===== config.mk =====
export PLATFORM = sky130hd
export DESIGN_NAME = aes_cbc_queue
export DESIGN_NICKNAME = d
export VERILOG_FILES = /design/src/aes_cbc_pkg.sv /design/src/aes_cbc_queue.sv
export SDC_FILE = /design/constraint.sdc
export NUM_CORES = 1
export LEC_CHECK = 0
export ABC_AREA = 1
export BUFFER_PORTS_ARGS = -buffer_cell sky130_fd_sc_hd__buf_2
export CORE_MARGIN = 4
export CORE_UTILIZATION = 32
export CTS_BUF_LIST = sky130_fd_sc_hd__clkbuf_8
export CTS_CLUSTER_SIZE = 24
export DETAILED_ROUTE_END_ITERATION = 12
export GPL_ROUTABILITY_DRIVEN = 0
export PLACE_DENSITY = 0.56
export SLEW_MARGIN = 5
export SYNTH_ARGS = -nofsm -noshare
export SYNTH_HDL_FRONTEND = slang
export SYNTH_SLANG_ARGS = --single-unit
export TNS_END_PERCENT = 50

===== constraint.sdc =====
create_clock -name clock -period 9.85 [get_ports clock]
set_clock_uncertainty 0.2 [all_clocks]
set_input_delay 1.4775 -clock clock [delete_from_list [all_inputs] [get_ports clock]]
set_output_delay 1.4775 -clock clock [all_outputs]
set_load 0.01 [all_outputs]

===== src/aes_cbc_pkg.sv =====
// Shared types, constants, tables and round functions of the AES-256 CBC core.
package aes_cbc_pkg;

   localparam int BLOCK_BITS = 128;
   localparam int ROUND_KEYS = 15;
   localparam logic [3:0] LAST_ROUND = 4'd14;
   localparam logic [4:0] FULL_COUNT = 5'd16;

   localparam logic [1:0] ERR_NONE  = 2'd0;
   localparam logic [1:0] ERR_PAD   = 2'd1;
   localparam logic [1:0] ERR_SHORT = 2'd2;

   localparam logic [2:0] REG_KEY_0   = 3'd0;
   localparam logic [2:0] REG_KEY_1   = 3'd1;
   localparam logic [2:0] REG_KEY_2   = 3'd2;
   localparam logic [2:0] REG_KEY_3   = 3'd3;
   localparam logic [2:0] REG_IV_0    = 3'd4;
   localparam logic [2:0] REG_IV_1    = 3'd5;
   localparam logic [2:0] REG_DIR     = 3'd6;

   typedef struct packed {
      logic [BLOCK_BITS-1:0] data;
      logic [4:0]            count;      // clamped to 0..16
      logic                  last;
      logic                  enc;
      logic                  short_err;
   } item_type;

   localparam logic [7:0] FWD_SBOX [0:255] = '{
 8'h63,8'h7c,8'h77,8'h7b,8'hf2,8'h6b,8'h6f,8'hc5,8'h30,8'h01,8'h67,8'h2b,8'hfe,8'hd7,8'hab,8'h76,
 8'hca,8'h82,8'hc9,8'h7d,8'hfa,8'h59,8'h47,8'hf0,8'had,8'hd4,8'ha2,8'haf,8'h9c,8'ha4,8'h72,8'hc0,
 8'hb7,8'hfd,8'h93,8'h26,8'h36,8'h3f,8'hf7,8'hcc,8'h34,8'ha5,8'he5,8'hf1,8'h71,8'hd8,8'h31,8'h15,
 8'h04,8'hc7,8'h23,8'hc3,8'h18,8'h96,8'h05,8'h9a,8'h07,8'h12,8'h80,8'he2,8'heb,8'h27,8'hb2,8'h75,
 8'h09,8'h83,8'h2c,8'h1a,8'h1b,8'h6e,8'h5a,8'ha0,8'h52,8'h3b,8'hd6,8'hb3,8'h29,8'he3,8'h2f,8'h84,
 8'h53,8'hd1,8'h00,8'hed,8'h20,8'hfc,8'hb1,8'h5b,8'h6a,8'hcb,8'hbe,8'h39,8'h4a,8'h4c,8'h58,8'hcf,
 8'hd0,8'hef,8'haa,8'hfb,8'h43,8'h4d,8'h33,8'h85,8'h45,8'hf9,8'h02,8'h7f,8'h50,8'h3c,8'h9f,8'ha8,
 8'h51,8'ha3,8'h40,8'h8f,8'h92,8'h9d,8'h38,8'hf5,8'hbc,8'hb6,8'hda,8'h21,8'h10,8'hff,8'hf3,8'hd2,
 8'hcd,8'h0c,8'h13,8'hec,8'h5f,8'h97,8'h44,8'h17,8'hc4,8'ha7,8'h7e,8'h3d,8'h64,8'h5d,8'h19,8'h73,
 8'h60,8'h81,8'h4f,8'hdc,8'h22,8'h2a,8'h90,8'h88,8'h46,8'hee,8'hb8,8'h14,8'hde,8'h5e,8'h0b,8'hdb,
 8'he0,8'h32,8'h3a,8'h0a,8'h49,8'h06,8'h24,8'h5c,8'hc2,8'hd3,8'hac,8'h62,8'h91,8'h95,8'he4,8'h79,
 8'he7,8'hc8,8'h37,8'h6d,8'h8d,8'hd5,8'h4e,8'ha9,8'h6c,8'h56,8'hf4,8'hea,8'h65,8'h7a,8'hae,8'h08,
 8'hba,8'h78,8'h25,8'h2e,8'h1c,8'ha6,8'hb4,8'hc6,8'he8,8'hdd,8'h74,8'h1f,8'h4b,8'hbd,8'h8b,8'h8a,
 8'h70,8'h3e,8'hb5,8'h66,8'h48,8'h03,8'hf6,8'h0e,8'h61,8'h35,8'h57,8'hb9,8'h86,8'hc1,8'h1d,8'h9e,
 8'he1,8'hf8,8'h98,8'h11,8'h69,8'hd9,8'h8e,8'h94,8'h9b,8'h1e,8'h87,8'he9,8'hce,8'h55,8'h28,8'hdf,
 8'h8c,8'ha1,8'h89,8'h0d,8'hbf,8'he6,8'h42,8'h68,8'h41,8'h99,8'h2d,8'h0f,8'hb0,8'h54,8'hbb,8'h16
   };

   localparam logic [7:0] INV_SBOX [0:255] = '{
 8'h52,8'h09,8'h6a,8'hd5,8'h30,8'h36,8'ha5,8'h38,8'hbf,8'h40,8'ha3,8'h9e,8'h81,8'hf3,8'hd7,8'hfb,
 8'h7c,8'he3,8'h39,8'h82,8'h9b,8'h2f,8'hff,8'h87,8'h34,8'h8e,8'h43,8'h44,8'hc4,8'hde,8'he9,8'hcb,
 8'h54,8'h7b,8'h94,8'h32,8'ha6,8'hc2,8'h23,8'h3d,8'hee,8'h4c,8'h95,8'h0b,8'h42,8'hfa,8'hc3,8'h4e,
 8'h08,8'h2e,8'ha1,8'h66,8'h28,8'hd9,8'h24,8'hb2,8'h76,8'h5b,8'ha2,8'h49,8'h6d,8'h8b,8'hd1,8'h25,
 8'h72,8'hf8,8'hf6,8'h64,8'h86,8'h68,8'h98,8'h16,8'hd4,8'ha4,8'h5c,8'hcc,8'h5d,8'h65,8'hb6,8'h92,
 8'h6c,8'h70,8'h48,8'h50,8'hfd,8'hed,8'hb9,8'hda,8'h5e,8'h15,8'h46,8'h57,8'ha7,8'h8d,8'h9d,8'h84,
 8'h90,8'hd8,8'hab,8'h00,8'h8c,8'hbc,8'hd3,8'h0a,8'hf7,8'he4,8'h58,8'h05,8'hb8,8'hb3,8'h45,8'h06,
 8'hd0,8'h2c,8'h1e,8'h8f,8'hca,8'h3f,8'h0f,8'h02,8'hc1,8'haf,8'hbd,8'h03,8'h01,8'h13,8'h8a,8'h6b,
 8'h3a,8'h91,8'h11,8'h41,8'h4f,8'h67,8'hdc,8'hea,8'h97,8'hf2,8'hcf,8'hce,8'hf0,8'hb4,8'he6,8'h73,
 8'h96,8'hac,8'h74,8'h22,8'he7,8'had,8'h35,8'h85,8'he2,8'hf9,8'h37,8'he8,8'h1c,8'h75,8'hdf,8'h6e,
 8'h47,8'hf1,8'h1a,8'h71,8'h1d,8'h29,8'hc5,8'h89,8'h6f,8'hb7,8'h62,8'h0e,8'haa,8'h18,8'hbe,8'h1b,
 8'hfc,8'h56,8'h3e,8'h4b,8'hc6,8'hd2,8'h79,8'h20,8'h9a,8'hdb,8'hc0,8'hfe,8'h78,8'hcd,8'h5a,8'hf4,
 8'h1f,8'hdd,8'ha8,8'h33,8'h88,8'h07,8'hc7,8'h31,8'hb1,8'h12,8'h10,8'h59,8'h27,8'h80,8'hec,8'h5f,
 8'h60,8'h51,8'h7f,8'ha9,8'h19,8'hb5,8'h4a,8'h0d,8'h2d,8'he5,8'h7a,8'h9f,8'h93,8'hc9,8'h9c,8'hef,
 8'ha0,8'he0,8'h3b,8'h4d,8'hae,8'h2a,8'hf5,8'hb0,8'hc8,8'heb,8'hbb,8'h3c,8'h83,8'h53,8'h99,8'h61,
 8'h17,8'h2b,8'h04,8'h7e,8'hba,8'h77,8'hd6,8'h26,8'he1,8'h69,8'h14,8'h63,8'h55,8'h21,8'h0c,8'h7d
   };

   localparam logic [7:0] RCON [0:6] = '{8'h01, 8'h02, 8'h04, 8'h08, 8'h10, 8'h20, 8'h40};

   function automatic logic [7:0] xtime(input logic [7:0] a);
      return {a[6:0], 1'b0} ^ (a[7] ? 8'h1b : 8'h00);
   endfunction

   function automatic logic [31:0] sub_word(input logic [31:0] w);
      return {FWD_SBOX[w[31:24]], FWD_SBOX[w[23:16]], FWD_SBOX[w[15:8]], FWD_SBOX[w[7:0]]};
   endfunction

   // byte i of the state sits at bits [127-8i -: 8]; column c holds bytes 4c..4c+3
   function automatic logic [127:0] sub_shift(input logic [127:0] s, input logic enc);
      logic [127:0] t;
      int src;
      t = '0;
      for (int c = 0; c < 4; c++) begin
         for (int r = 0; r < 4; r++) begin
            src = enc ? (((c + r) & 3) * 4 + r) : (((c - r + 4) & 3) * 4 + r);
            t[127-8*(c*4+r) -: 8] = enc ? FWD_SBOX[s[127-8*src -: 8]]
                                        : INV_SBOX[s[127-8*src -: 8]];
         end
      end
      return t;
   endfunction

   function automatic logic [127:0] mix_cols(input logic [127:0] s);
      logic [127:0] t;
      logic [7:0] a0, a1, a2, a3;
      t = '0;
      for (int c = 0; c < 4; c++) begin
         a0 = s[127-32*c -: 8];
         a1 = s[119-32*c -: 8];
         a2 = s[111-32*c -: 8];
         a3 = s[103-32*c -: 8];
         t[127-32*c -: 8] = xtime(a0) ^ xtime(a1) ^ a1 ^ a2 ^ a3;
         t[119-32*c -: 8] = a0 ^ xtime(a1) ^ xtime(a2) ^ a2 ^ a3;
         t[111-32*c -: 8] = a0 ^ a1 ^ xtime(a2) ^ xtime(a3) ^ a3;
         t[103-32*c -: 8] = xtime(a0) ^ a0 ^ a1 ^ a2 ^ xtime(a3);
      end
      return t;
   endfunction

   function automatic logic [127:0] inv_mix_cols(input logic [127:0] s);
      logic [127:0] t;
      logic [7:0] a [4];
      logic [7:0] x2 [4];
      logic [7:0] x4 [4];
      logic [7:0] x8 [4];
      logic [7:0] m9 [4];
      logic [7:0] mb [4];
      logic [7:0] md [4];
      logic [7:0] me [4];
      t = '0;
      for (int c = 0; c < 4; c++) begin
         for (int k = 0; k < 4; k++) begin
            a[k]  = s[127-32*c-8*k -: 8];
            x2[k] = xtime(a[k]);
            x4[k] = xtime(x2[k]);
            x8[k] = xtime(x4[k]);
            m9[k] = x8[k] ^ a[k];
            mb[k] = x8[k] ^ x2[k] ^ a[k];
            md[k] = x8[k] ^ x4[k] ^ a[k];
            me[k] = x8[k] ^ x4[k] ^ x2[k];
         end
         t[127-32*c -: 8] = me[0] ^ mb[1] ^ md[2] ^ m9[3];
         t[119-32*c -: 8] = m9[0] ^ me[1] ^ mb[2] ^ md[3];
         t[111-32*c -: 8] = md[0] ^ m9[1] ^ me[2] ^ mb[3];
         t[103-32*c -: 8] = mb[0] ^ md[1] ^ m9[2] ^ me[3];
      end
      return t;
   endfunction

endpackage


===== src/aes_cbc_queue.sv =====
// Two-entry queue of classified blocks between intake and cipher engine.
module aes_cbc_queue (
   input  logic                  clock,
   input  logic                  reset,
   input  logic                  push,
   input  aes_cbc_pkg::item_type push_item,
   input  logic                  pop,
   output logic                  full,
   output logic                  not_empty,
   output aes_cbc_pkg::item_type head
);

   aes_cbc_pkg::item_type entry_ff [2];
   logic       wr_ptr_ff, wr_ptr_in;
   logic       rd_ptr_ff, rd_ptr_in;
   logic [1:0] fill_ff, fill_in;

   assign full      = (fill_ff == 2'd2);
   assign not_empty = (fill_ff != 2'd0);
   assign head      = entry_ff[rd_ptr_ff];

   always_comb begin
      wr_ptr_in = wr_ptr_ff ^ push;
      rd_ptr_in = rd_ptr_ff ^ pop;
      fill_in   = fill_ff + {1'b0, push} - {1'b0, pop};
   end

   always_ff @(posedge clock) begin
      if (reset) begin
         wr_ptr_ff <= 1'b0;
         rd_ptr_ff <= 1'b0;
         fill_ff   <= 2'd0;
      end else begin
         wr_ptr_ff <= wr_ptr_in;
         rd_ptr_ff <= rd_ptr_in;
         fill_ff   <= fill_in;
      end
   end

   always_ff @(posedge clock) begin
      if (push) begin
         entry_ff[wr_ptr_ff] <= push_item;
      end
   end

endmodule


; ---- Word level (Yosys, flattened, before mapping)
; Memory sizes are Yosys's and may differ from the RTL's. A register that Yosys moved wholly into a read port is not among the register bits.
; Index checks and enable logic that the tools add are counted.
[totals]
reg_bits = 4
latch_bits = 0
ramBits = 272
rom_bits = 0
input_bits = 140
output_inout_bits = 138
wordCells = 13
mem_count = 1
[classes]
addsub = 2
mul = 0
div = 0
n_lt_le_gt_ge = 0
n_eq_ne = 1
n_shift = 0
muxes = 3
bitwise_logic = 2
n_reduce_logical = 1
[memory_table]
columns = memory, words, word_bits, rd, rd_clocked_by_memory_dff, write_ports, line
row1 = entry_ff, 2, 136, 1, 1, 1, aes_cbc_queue.sv:13  ; aes_cbc_pkg::item_type entry_ff [2];
[ops]
columns = op, n
row1 = $mux 1, 3
row2 = $add 2x1->2, 1
row3 = $eq 2x2->1 const B, 1
row4 = $reduce_bool 2->1, 1
row5 = $sub 2x1->2, 1
row6 = $xor 1x1->1, 2

; ---- Longest topological paths before layout
; Gate-level depths: netlist of the first run.
[logic_depth]
ltp_word = 2
mapped_depth = 9
ltp_nobuf = 9

; ---- Worst setup path after synthesis of the first run
; Ideal clock, no wire load.
[synth_path]
path_kind = input to register
from = input port push
to = memory entry_ff[0][0] in the netlist's numbering, enable pin
setup_time_ps = 512
arrival_ps = 4660
required_time_ps = 9138
setup_slack_ps = 4478
path_stages = 1
path_buffers = 0
path_cell_list = ha_1
[synth_between]
elab_chain_len = 2
[synth_rtl]
columns = item, line
row1 = "start, declared", aes_cbc_queue.sv:5  ; input logic push,
row2 = $mux 1, aes_cbc_queue.sv:41  ; if (push) begin
row3 = $mux 1 (not written as such), aes_cbc_queue.sv:42  ; entry_ff[wr_ptr_ff] <= push_item;
row4 = "end, declared", aes_cbc_queue.sv:13
; No other way between the ends.

==> results of run 1 <==
-- sequential cells by signal (all words and copies together) (netlist names) --
| name | flops |
|---|---|
| fill_ff | 2 |
| rd_ptr_ff | 1 |
| entry_ff | 272 |
| wr_ptr_ff | 1 |
-- layout make-up --
type	instances	area [sq um]
fillers	2848	18160
flip-flops and latches	276	8252
multi-input cells	152	1659
repair buffers	283	1431
clock buffers	49	674.4
well taps	396	495.5
clock inverters	32	125.1
inverters	7	26.28
diodes	2	5.005
-- per-stage QoR --
step                      setup WS, ns  cells  instance area, sq um  total power, mW  hold slack [ns]
after global routing             5.716   1197                 12670            2.672           0.4266
after detailed placement         6.342   1114                 11860            1.702           0.3628
after floorplan                  4.478    450                 10100            1.585           0.3195
after global placement           6.370   1114                 11860            1.698           0.3405
final                            5.843   1197                 12670            2.537           0.3732
after CTS                        5.765   1195                 12660            2.594           0.3756
-- cell families (layout without fill, tap and decap cells) --
| logic type | count (synthesis) | after routing | synth area share (%) |
|---|---|---|---|
| buffers and inverters | 22 | 371 | 2.180 |
| AO/OA/AOI/OAI | 1 | 1 | 0.04949 |
| other | 0 | 2 | 0 |
| flip-flops | 276 | 276 | 81.64 |
| XOR/XNOR | 1 | 1 | 0.08671 |
| AND/OR/NAND/NOR | 10 | 10 | 0.3839 |
| multiplexers | 136 | 136 | 15.16 |
| adder cells (fa/ha/maj) | 4 | 4 | 0.4954 |
-- cells in the final DEF (no fill, tap or decap) --
| master | count |
|---|---|
| edfxtp_1 | 272 |
| dfxtp_4 | 1 |
| buf_4 | 6 |
| nand2_1 | 4 |
| diode_2 | 2 |
| nor2_1 | 5 |
| clkinv_1 | 12 |
| ha_1 | 2 |
| xnor2_1 | 1 |
| nand3_1 | 1 |
| clkbuf_8 | 49 |
| mux2_2 | 136 |
| a21oi_1 | 1 |
| dfxtp_1 | 3 |
| ha_4 | 2 |
| clkinv_2 | 4 |
| inv_1 | 23 |
| buf_2 | 277 |
-- layer usage --
| layer | up-vias | share of wire, % |
|---|---|---|
| li1 | 2427 | - |
| met1 | 2541 | 38 |
| met2 | 212 | 49 |
| met3 | 59 | 9.8 |
| met4 | 10 | 3.0 |
| met5 | - | 0.38 |
-- critical path: cells and delay by family (launching register included) --
| kind | cells | cell delay [ns] |
|---|---|---|
| buffers and inverters | 2 | 0.84 |
| DFF | 1 | 0.46 |
| muxes | 1 | 0.42 |
-- worst max-delay path by stage --
stage | start | endpoint | depth (start not counted)
2_1_floorplan | push | entry_ff[0][0] | 1
3_3_place_gp | rd_ptr_ff | head[28] | 3
3_5_place_dp | rd_ptr_ff | head[5] | 3
4_1_cts | rd_ptr_ff | head[101] | 3
5_1_grt | rd_ptr_ff | head[101] | 3
6_report | rd_ptr_ff | head[101] | 3
-- power groups by stage --
stage / clock network [mW] / registers, mW / logic, mW
after floorplan: 0 / 1.42 / 0.170
after global placement: 0 / 1.41 / 0.284
after detailed placement: 0 / 1.42 / 0.286
after CTS: 0.914 / 1.39 / 0.288
after global routing: 0.969 / 1.40 / 0.307
final: 0.868 / 1.39 / 0.279
==> results.sh, run 1 <==
export IMPL_synth_seq_cells=276
export IMPL_drive_gt1_share_pct=59.45
export IMPL_min_path_type="flip-flop to flip-flop"
export IMPL_cts_made_buffers=46
export IMPL_rsz0062_at_grt="no"
export IMPL_clock_path_buffers=3
export IMPL_min_from="fill_ff[1]"
export IMPL_maxCapViolations=0
export IMPL_start_util_pct=32.77
export IMPL_root_buffer="clkbuf_8"
export IMPL_grt_usage_pct=11.50
export IMPL_setup_viol=0
export IMPL_async_flop_share_pct=0
export IMPL_synth_area_per_cell_sq_um=22.45
export IMPL_criticalPathCategory="flip-flop to output pin"
export IMPL_critPathLaunchType="flip-flop"
export IMPL_finish_utilization_pct=41.09
export IMPL_leakage_nw=4.774
export IMPL_synth_edf_count=272
export IMPL_end_kind="output pin"
export IMPL_r2r_end="entry_ff[0][71]"
export IMPL_ys_types=12
export IMPL_hpwl_microns=13830
export IMPL_worst_r2r_cell_count=3
export IMPL_synth_top_area_cell="edfxtp_1"
export IMPL_syn_area_sq_um=10100
export IMPL_cp_arrival_ns=2.33
export IMPL_die_w_microns=185.7
export IMPL_vdd_drop_max_mv=0.1135
export IMPL_outcome="finished, final reports clean"
export IMPL_hold_viol=0
export IMPL_io_buffer_count=277
export IMPL_htreeDepth=2
export IMPL_area_growth_synth_to_final_pct=25.40
export IMPL_synthCells=450
export IMPL_ant_nets=0
export IMPL_r2r_start="wr_ptr_ff"
export IMPL_grt_start_max_net_pins=68
export IMPL_ys_flop_type="edfxtp_1"
export IMPL_finalCritPeriodShare_pct=40.68
export IMPL_clk_pin_slew_worst_paths_ns=0.05
export IMPL_drc=0
export IMPL_dieArea_sq_um=34480
export IMPL_tritoncts="yes"
export IMPL_wire_per_inst_microns=17.52
export IMPL_p_clk_share_pct=34.2
export IMPL_ctsResizeCount=0
export IMPL_worstPathCellList="buf_4 > mux2_2 > buf_2"
export IMPL_fmax_mhz=249.6
export IMPL_switching_share_pct=22.93
export IMPL_cp_slowest_cell="buf_4"
export IMPL_switchingPower_mw=0.5817
export IMPL_synth_most_common_cell="edfxtp_1"
export IMPL_busiest_layer="met2"
export IMPL_num_nets_final=910
export IMPL_period_needed_ns=4.007
export IMPL_synth_seq_area_share_pct=81.64
export IMPL_met2_usage_pct=19.71
export IMPL_sequentialPowerShare_pct=54.8
export IMPL_antenna_found_initial=7
export IMPL_die_h_microns=185.7
export IMPL_post_cts_setup_buffer_count=0
export IMPL_min_path_cells=3
export IMPL_worstPathMaxFanout=65
export IMPL_ios=278
export IMPL_rrSetupSlack_ns=7.89
export IMPL_worstHoldEndpoint="fill_ff[1]"
export IMPL_vias=5249
export IMPL_tns_ns=0
export IMPL_use_met3_pct=5.042
export IMPL_drv_slew=0
export IMPL_yosys_top_cells_count="edfxtp_1 (272), mux2_2 (136), clkbuf_8 (10)"
export IMPL_insertion_delay_ns=0.52
export IMPL_worst_pin_slew_ns=0.9623
export IMPL_dr_pass1_iters=4
export IMPL_internal_power_mw=1.956
export IMPL_drt_iter0_markers=132
export IMPL_grt_pass1_vias=5637
export IMPL_cts_sinks=276
export IMPL_p_comb_share_pct=11.0
export IMPL_ys_warn_count=0
export IMPL_post_drt_via_cell_ratio=4.385
export IMPL_power_per_cell_area_nw_per_um2=200.3
export IMPL_drt_wl_total_microns=20980
export IMPL_synthDominantCellAreaShare_pct=80.85
export IMPL_grt_overflow_total=0
export IMPL_worst_path_largest_cell_delay_ns=0.69
export IMPL_ys_top_cells_by_area="edfxtp_1 (81%), mux2_2 (15%), clkbuf_8 (1.4%)"
export IMPL_globalRouteMet1Util_pct=12.71
export IMPL_hold_buffers=0
export IMPL_critPathRequiredTime_ns=8.17
export IMPL_syn_num_nets=594
export IMPL_max_slew_margin_pct=35.84
export IMPL_core_sq_um=30830
export IMPL_num_rows=64
export IMPL_grt_pass1_wl_microns=30640
Note: power is estimated with default switching activity, not from simulation.
==> run 2: changes to the inputs <==
- ABC_AREA: 1 -> 0
- PLACE_DENSITY: 0.56 -> 0.58
- clock period: 9.85 -> 3.5 ns (I/O delays scaled with it)
==> run 2 against run 1 <==
Effect of this change: worst hold slack worse by 0.30 ns; area after synthesis is essentially flat; non-clock buffer count increased by 139; worst setup slack got worse by 5.2 ns; cell area increased by 11%; highest routed layer unchanged; wire length increased by 6.6%; sequential share of layout area decreased by 6.5 points; critical path type unchanged; register-to-register slack got worse by 6.2 ns; clock power grew to 2.8 times the previous value; synthesized cell count is 1.8% lower.
==> results.sh, run 2 <==
export IMPL_root_buffer="clkbuf_8"
export IMPL_die_w_microns=185.6
export IMPL_dieArea_sq_um=34450
export IMPL_maxCapViolations=0
export IMPL_post_drt_via_cell_ratio=4.329
export IMPL_ys_flop_type="edfxtp_1"
export IMPL_synth_seq_cells=276
export IMPL_grt_pass1_wl_microns=33370
export IMPL_core_sq_um=30830
export IMPL_cp_arrival_ns=2.10
export IMPL_power_per_cell_area_nw_per_um2=517.5
export IMPL_whs_ns=0.07140
export IMPL_rsz0062_at_grt="no"
export IMPL_synth_edf_count=272
export IMPL_start_util_pct=32.75
export IMPL_synthDominantCellAreaShare_pct=80.90
export IMPL_critPathLaunchType="flip-flop"
export IMPL_fmax_mhz=354.4
export IMPL_htreeDepth=2
export IMPL_synth_top_area_cell="edfxtp_1"
export IMPL_worstPathCellList="buf_4 > mux2_2 > buf_2"
export IMPL_antenna_found_initial=2
export IMPL_ys_types=12
export IMPL_num_rows=64
export IMPL_critPathTopFamily="flip-flops"
export IMPL_largestRegisters="entry_ff: 272 flops, fill_ff: 2 flops"
export IMPL_syn_num_nets=586
export IMPL_globalRouteMet1Util_pct=15.48
export IMPL_largest_reg_flops=272
export IMPL_ys_warn_count=0
export IMPL_use_met3_pct=4.202
export IMPL_ys_top_cells_by_area="edfxtp_1 (81%), mux2_2 (15%), clkbuf_8 (1.4%)"
export IMPL_synth_seq_area_share_pct=81.70
export IMPL_synthCells=442
export IMPL_finalCritPeriodShare_pct=80.63
export IMPL_final_cell_area_sq_um=14070
export IMPL_worst_pin_slew_ns=0.6149
export IMPL_drt_wl_total_microns=22360
export IMPL_yosys_top_cells_count="edfxtp_1 (272), mux2_2 (136), clkbuf_8 (10)"
export IMPL_met2_usage_pct=20.00
export IMPL_min_path_cells=3
export IMPL_placed_area_sq_um=11940
export IMPL_startpoint="rd_ptr_ff"
export IMPL_num_nets_final=1041
export IMPL_cp_slowest_cell="dfxtp_4"
export IMPL_async_flop_share_pct=0
export IMPL_drive_gt1_share_pct=51.19
export IMPL_worst_r2r_cell_count=2
export IMPL_drc=0
export IMPL_tns_ns=0
export IMPL_cts_sinks=276
export IMPL_synth_area_per_cell_sq_um=22.84
export IMPL_outcome="finished, final reports clean"
export IMPL_worstPathMaxFanout=27
export IMPL_clock_path_buffers=3
export IMPL_busiest_layer="met2"
export IMPL_top_register="entry_ff"
export IMPL_r2r_start="wr_ptr_ff"
export IMPL_leakage_nw=5.340
export IMPL_grt_start_max_net_pins=95
export IMPL_grt_pass1_vias=6177
export IMPL_end_kind="output pin"
export IMPL_min_path_type="primary input to flip-flop"
export IMPL_clk_pin_slew_worst_paths_ns=0.06
export IMPL_ant_nets=0
export IMPL_max_slew_margin_pct=59.01
export IMPL_die_h_microns=185.6
export IMPL_worst_path_largest_cell_delay_ns=0.60
export IMPL_insertion_delay_ns=0.54
export IMPL_cts_made_buffers=46
export IMPL_layout_cells_most_common_list="buf_2 (277), edfxtp_1 (272), dlygate4sd3_1 (137)"
export IMPL_path_buf_inv=2
export IMPL_wire_per_inst_microns=16.90
export IMPL_finish_utilization_pct=45.65
export IMPL_grt_overflow_total=0
export IMPL_ctsResizeCount=0
export IMPL_synth_most_common_cell="edfxtp_1"
export IMPL_drv_slew=0
export IMPL_dr_pass1_iters=4
export IMPL_ios=278
export IMPL_period_needed_ns=2.822
export IMPL_final_common_cell="buf_2"
export IMPL_hold_viol=0
export IMPL_io_buffer_count=277
export IMPL_area_growth_synth_to_final_pct=39.40
export IMPL_drt_iter0_markers=188
export IMPL_min_from="pop"
export IMPL_setup_viol=0
export IMPL_hpwl_microns=13420
export IMPL_critPathRequiredTime_ns=2.77
export IMPL_syn_area_sq_um=10100
export IMPL_vdd_drop_max_mv=0.2624
export IMPL_vias=5727
export IMPL_tritoncts="yes"
export IMPL_grt_usage_pct=12.27
export IMPL_crit_cells=3
export IMPL_criticalPathCategory="flip-flop to output pin"
[run 2: cell count changes after synthesis, sizes merged]
cell | previous run | this run
nor2b | 0 | 2
a21oi | 1 | 0
nand2 | 4 | 0
nor2 | 5 | 3
inv | 7 | 3
xnor3 | 0 | 1
nand3 | 1 | 0
or2 | 0 | 1
[run 2: through the flow]
step                setup slack, ns  total power [mW]  instances
finish                       0.6780             7.284       1323
global route                 0.5760             7.653       1323
CTS                          0.6219             7.423       1322
detailed placement            1.235             4.819       1108
global placement              1.282             4.806       1108
floorplan                   -0.9193             4.463        442
[run 2: metal layers]
metal  vias up  part of all wire [%]
met5         -                 0.081
li1       2674                     -
met1      2758                    41
met4         2                   2.2
met3        56                   8.9
met2       237                    48
[run 2: final cells by class]
type	count	area (sq um)
Inverter	3	11.26
Timing Repair Buffer	422	2880
Multi-Input combinational cell	148	1668
Fill cell	2725	16760
Tap cell	396	495.5
Clock inverter	30	117.6
Clock buffer	47	646.9
Sequential cell	276	8252
Antenna cell	1	2.502
[run 2: final timing paths]
path,to,slack [ns]
setup / recovery,head[51],0.68
hold / removal,rd_ptr_ff,0.07
setup reg to reg,entry_ff[1][78],1.68
hold reg to reg,wr_ptr_ff,0.41
[run 2: repair_timing]
action / in CTS / in global routing
setup buffers: 0 / 0
endpoints found under the hold margin: 276 / 0
hold buffers: 137 / 0
[run 2: kinds of logic (layout without fill, tap and decap cells)]
family,after synthesis,count (layout),synth area share [%]
flops,276,276,81.70
mux,136,136,15.17
buf+inv,18,502,2.032
simple gates,6,6,0.2974
fa+ha+maj,4,4,0.4957
xor+xnor,2,2,0.3098
other cells,0,1,0
[run 2: report_power, final]
part	leakage (nW)	internal (mW)	total [mW]	switching, mW
sequential	2.59	3.86	3.92	0.0566
clock	0.454	1.23	2.42	1.19
combinational	2.30	0.485	0.939	0.455
[run 2: tightest hold or removal path, stage by stage]
cell,delay [ns]
buf_2,0.10
xnor2_1,0.06
nor2_1,0.08
==> run 3: changes to the inputs <==
- clock period: 3.5 -> 2.4 ns (I/O delays scaled with it)
==> run 3 against run 2 <==
Effect of this change: non-clock buffer count increased by 10; sequential power up 45%; cell area up 1.0%; core utilization up 0.46 points; critical path type unchanged; clock power is 48% higher; via count up 0.54%; first-iteration DRC count increased by 38%; sequential cell count stayed put.
==> results.sh, run 3 (synthesized netlist as in run 2, its figures left out) <==
export IMPL_cts_sinks=276
export IMPL_worst_path_largest_cell_delay_ns=0.42
export IMPL_largestRegisters="entry_ff: 272 flops, fill_ff: 2 flops"
export IMPL_grt_overflow_total=0
export IMPL_clock_path_buffers=3
export IMPL_setup_viol=0
export IMPL_cp_arrival_ns=1.83
export IMPL_post_drt_via_cell_ratio=4.336
export IMPL_drt_wl_total_microns=22190
export IMPL_finish_utilization_pct=46.11
export IMPL_start_util_pct=32.75
export IMPL_ios=278
export IMPL_drive_gt1_share_pct=51.72
export IMPL_num_nets_final=1049
export IMPL_largest_reg_flops=272
export IMPL_die_h_microns=185.6
export IMPL_cp_slowest_cell="dfxtp_4"
export IMPL_final_cell_area_sq_um=14210
export IMPL_dieArea_sq_um=34450
export IMPL_criticalPathCategory="flip-flop to output pin"
export IMPL_power_per_cell_area_nw_per_um2=752.8
export IMPL_layout_setup_ws_ns=0.01347
export IMPL_placed_area_sq_um=11980
export IMPL_grt_pass1_wl_microns=33530
export IMPL_fmax_mhz=419.0
export IMPL_num_rows=64
export IMPL_ant_nets=0
export IMPL_top_register="entry_ff"
export IMPL_die_w_microns=185.6
export IMPL_worstPathMaxFanout=28
export IMPL_grt_usage_pct=12.31
export IMPL_root_buffer="clkbuf_8"
export IMPL_drt_iter0_markers=259
export IMPL_area_growth_synth_to_final_pct=40.80
export IMPL_hold_viol=0
export IMPL_drv_slew=0
export IMPL_grt_start_max_net_pins=72
export IMPL_rsz0062_at_grt="yes"
export IMPL_clk_pin_slew_worst_paths_ns=0.06
export IMPL_end_kind="output pin"
export IMPL_core_sq_um=30830
export IMPL_final_common_cell="buf_2"
export IMPL_drc=0
export IMPL_critPathRequiredTime_ns=1.84
export IMPL_worst_r2r_cell_count=3
export IMPL_insertion_delay_ns=0.53
export IMPL_dr_pass1_iters=4
export IMPL_antenna_found_initial=1
export IMPL_wire_per_inst_microns=16.71
export IMPL_worstPathCellList="bufbuf_16 > mux2_2 > buf_2"
export IMPL_htreeDepth=2
export IMPL_critPathLaunchType="flip-flop"
export IMPL_leakage_nw=5.431
export IMPL_finalCritPeriodShare_pct=99.44
export IMPL_rrSetupSlack_ns=0.82
export IMPL_grt_pass1_vias=6267
export IMPL_outcome="finished, final reports clean"
export IMPL_period_needed_ns=2.387
export IMPL_hpwl_microns=13510
export IMPL_vdd_drop_max_mv=0.4867
export IMPL_place_ws_ns=0.4550
export IMPL_min_path_type="primary input to flip-flop"
export IMPL_layout_cells_most_common_list="buf_2 (277), edfxtp_1 (272), dlygate4sd3_1 (139)"
export IMPL_maxCapViolations=0
export IMPL_diodes=0
export IMPL_max_slew_margin_pct=70.13
export IMPL_io_buffer_count=277
export IMPL_worst_pin_slew_ns=0.4481
export IMPL_cts_made_buffers=44
export IMPL_vias=5758
export IMPL_tritoncts="yes"
export IMPL_min_path_cells=4
[run 3: layout make-up]
cell class | count | area (sq um)
Multi-Input combinational cell | 148 | 1668
Clock buffer | 47 | 646.9
Sequential cell | 276 | 8252
Inverter | 3 | 11.26
Timing Repair Buffer | 432 | 3017
Tap cell | 396 | 495.5
Clock inverter | 26 | 125.1
Fill cell | 2687 | 16610
[run 3: per-layer routing]
| metal | share of wire (%) | GRT usage, % | vias to the layer above | wire, microns |
|---|---|---|---|---|
| met1 | 42 | 15.24 | 2797 | 9276 |
| met2 | 48 | 20.44 | 208 | 10590 |
| li1 | - | - | 2695 | - |
| met5 | 0.032 | 0 | - | 7 |
| met3 | 8.0 | 4.358 | 56 | 1777 |
| met4 | 2.4 | 3.731 | 2 | 536 |
[run 3: metrics by stage]
stage | instances | TNS [ns] | total power [mW] | hold slack (ns)
after floorplan | 442 | -49.61 | 6.498 | 0.2267
after global placement | 1112 | 0 | 7.017 | 0.3475
after detailed placement | 1112 | 0 | 7.031 | 0.3507
after CTS | 1328 | -2.508 | 10.89 | 0.1521
after global routing | 1328 | -5.443 | 11.24 | 0.1664
final | 1328 | 0 | 10.70 | 0.1911
[run 3: final timing paths]
path / startpoint / end
min: pop / fill_ff[1]
max: rd_ptr_ff / head[63]
max reg2reg: wr_ptr_ff / entry_ff[0][107]
min reg2reg: wr_ptr_ff / wr_ptr_ff
[run 3: what timing repair did]
action | in CTS | in global routing
buffers inserted | 3 | 0
setup endpoints to repair | 126 | 106
gates cloned | 1 | 0
endpoints found under the hold margin | 276 | 0
hold buffers | 139 | 0
resized for setup | 3 | 0
[run 3: critical path, delay by kind of cell, from the launching register on]
family | cells | cell delay [ns]
buffers and inverters | 2 | 0.50
DFF | 1 | 0.42
muxes | 1 | 0.36
[run 3: report_power, final]
group          switching (mW)  total [mW]  internal [mW]
registers              0.0672        5.70           5.63
logic                   0.687        1.43          0.745
clock network            1.68        3.57           1.89
total                    2.44        10.7           8.26
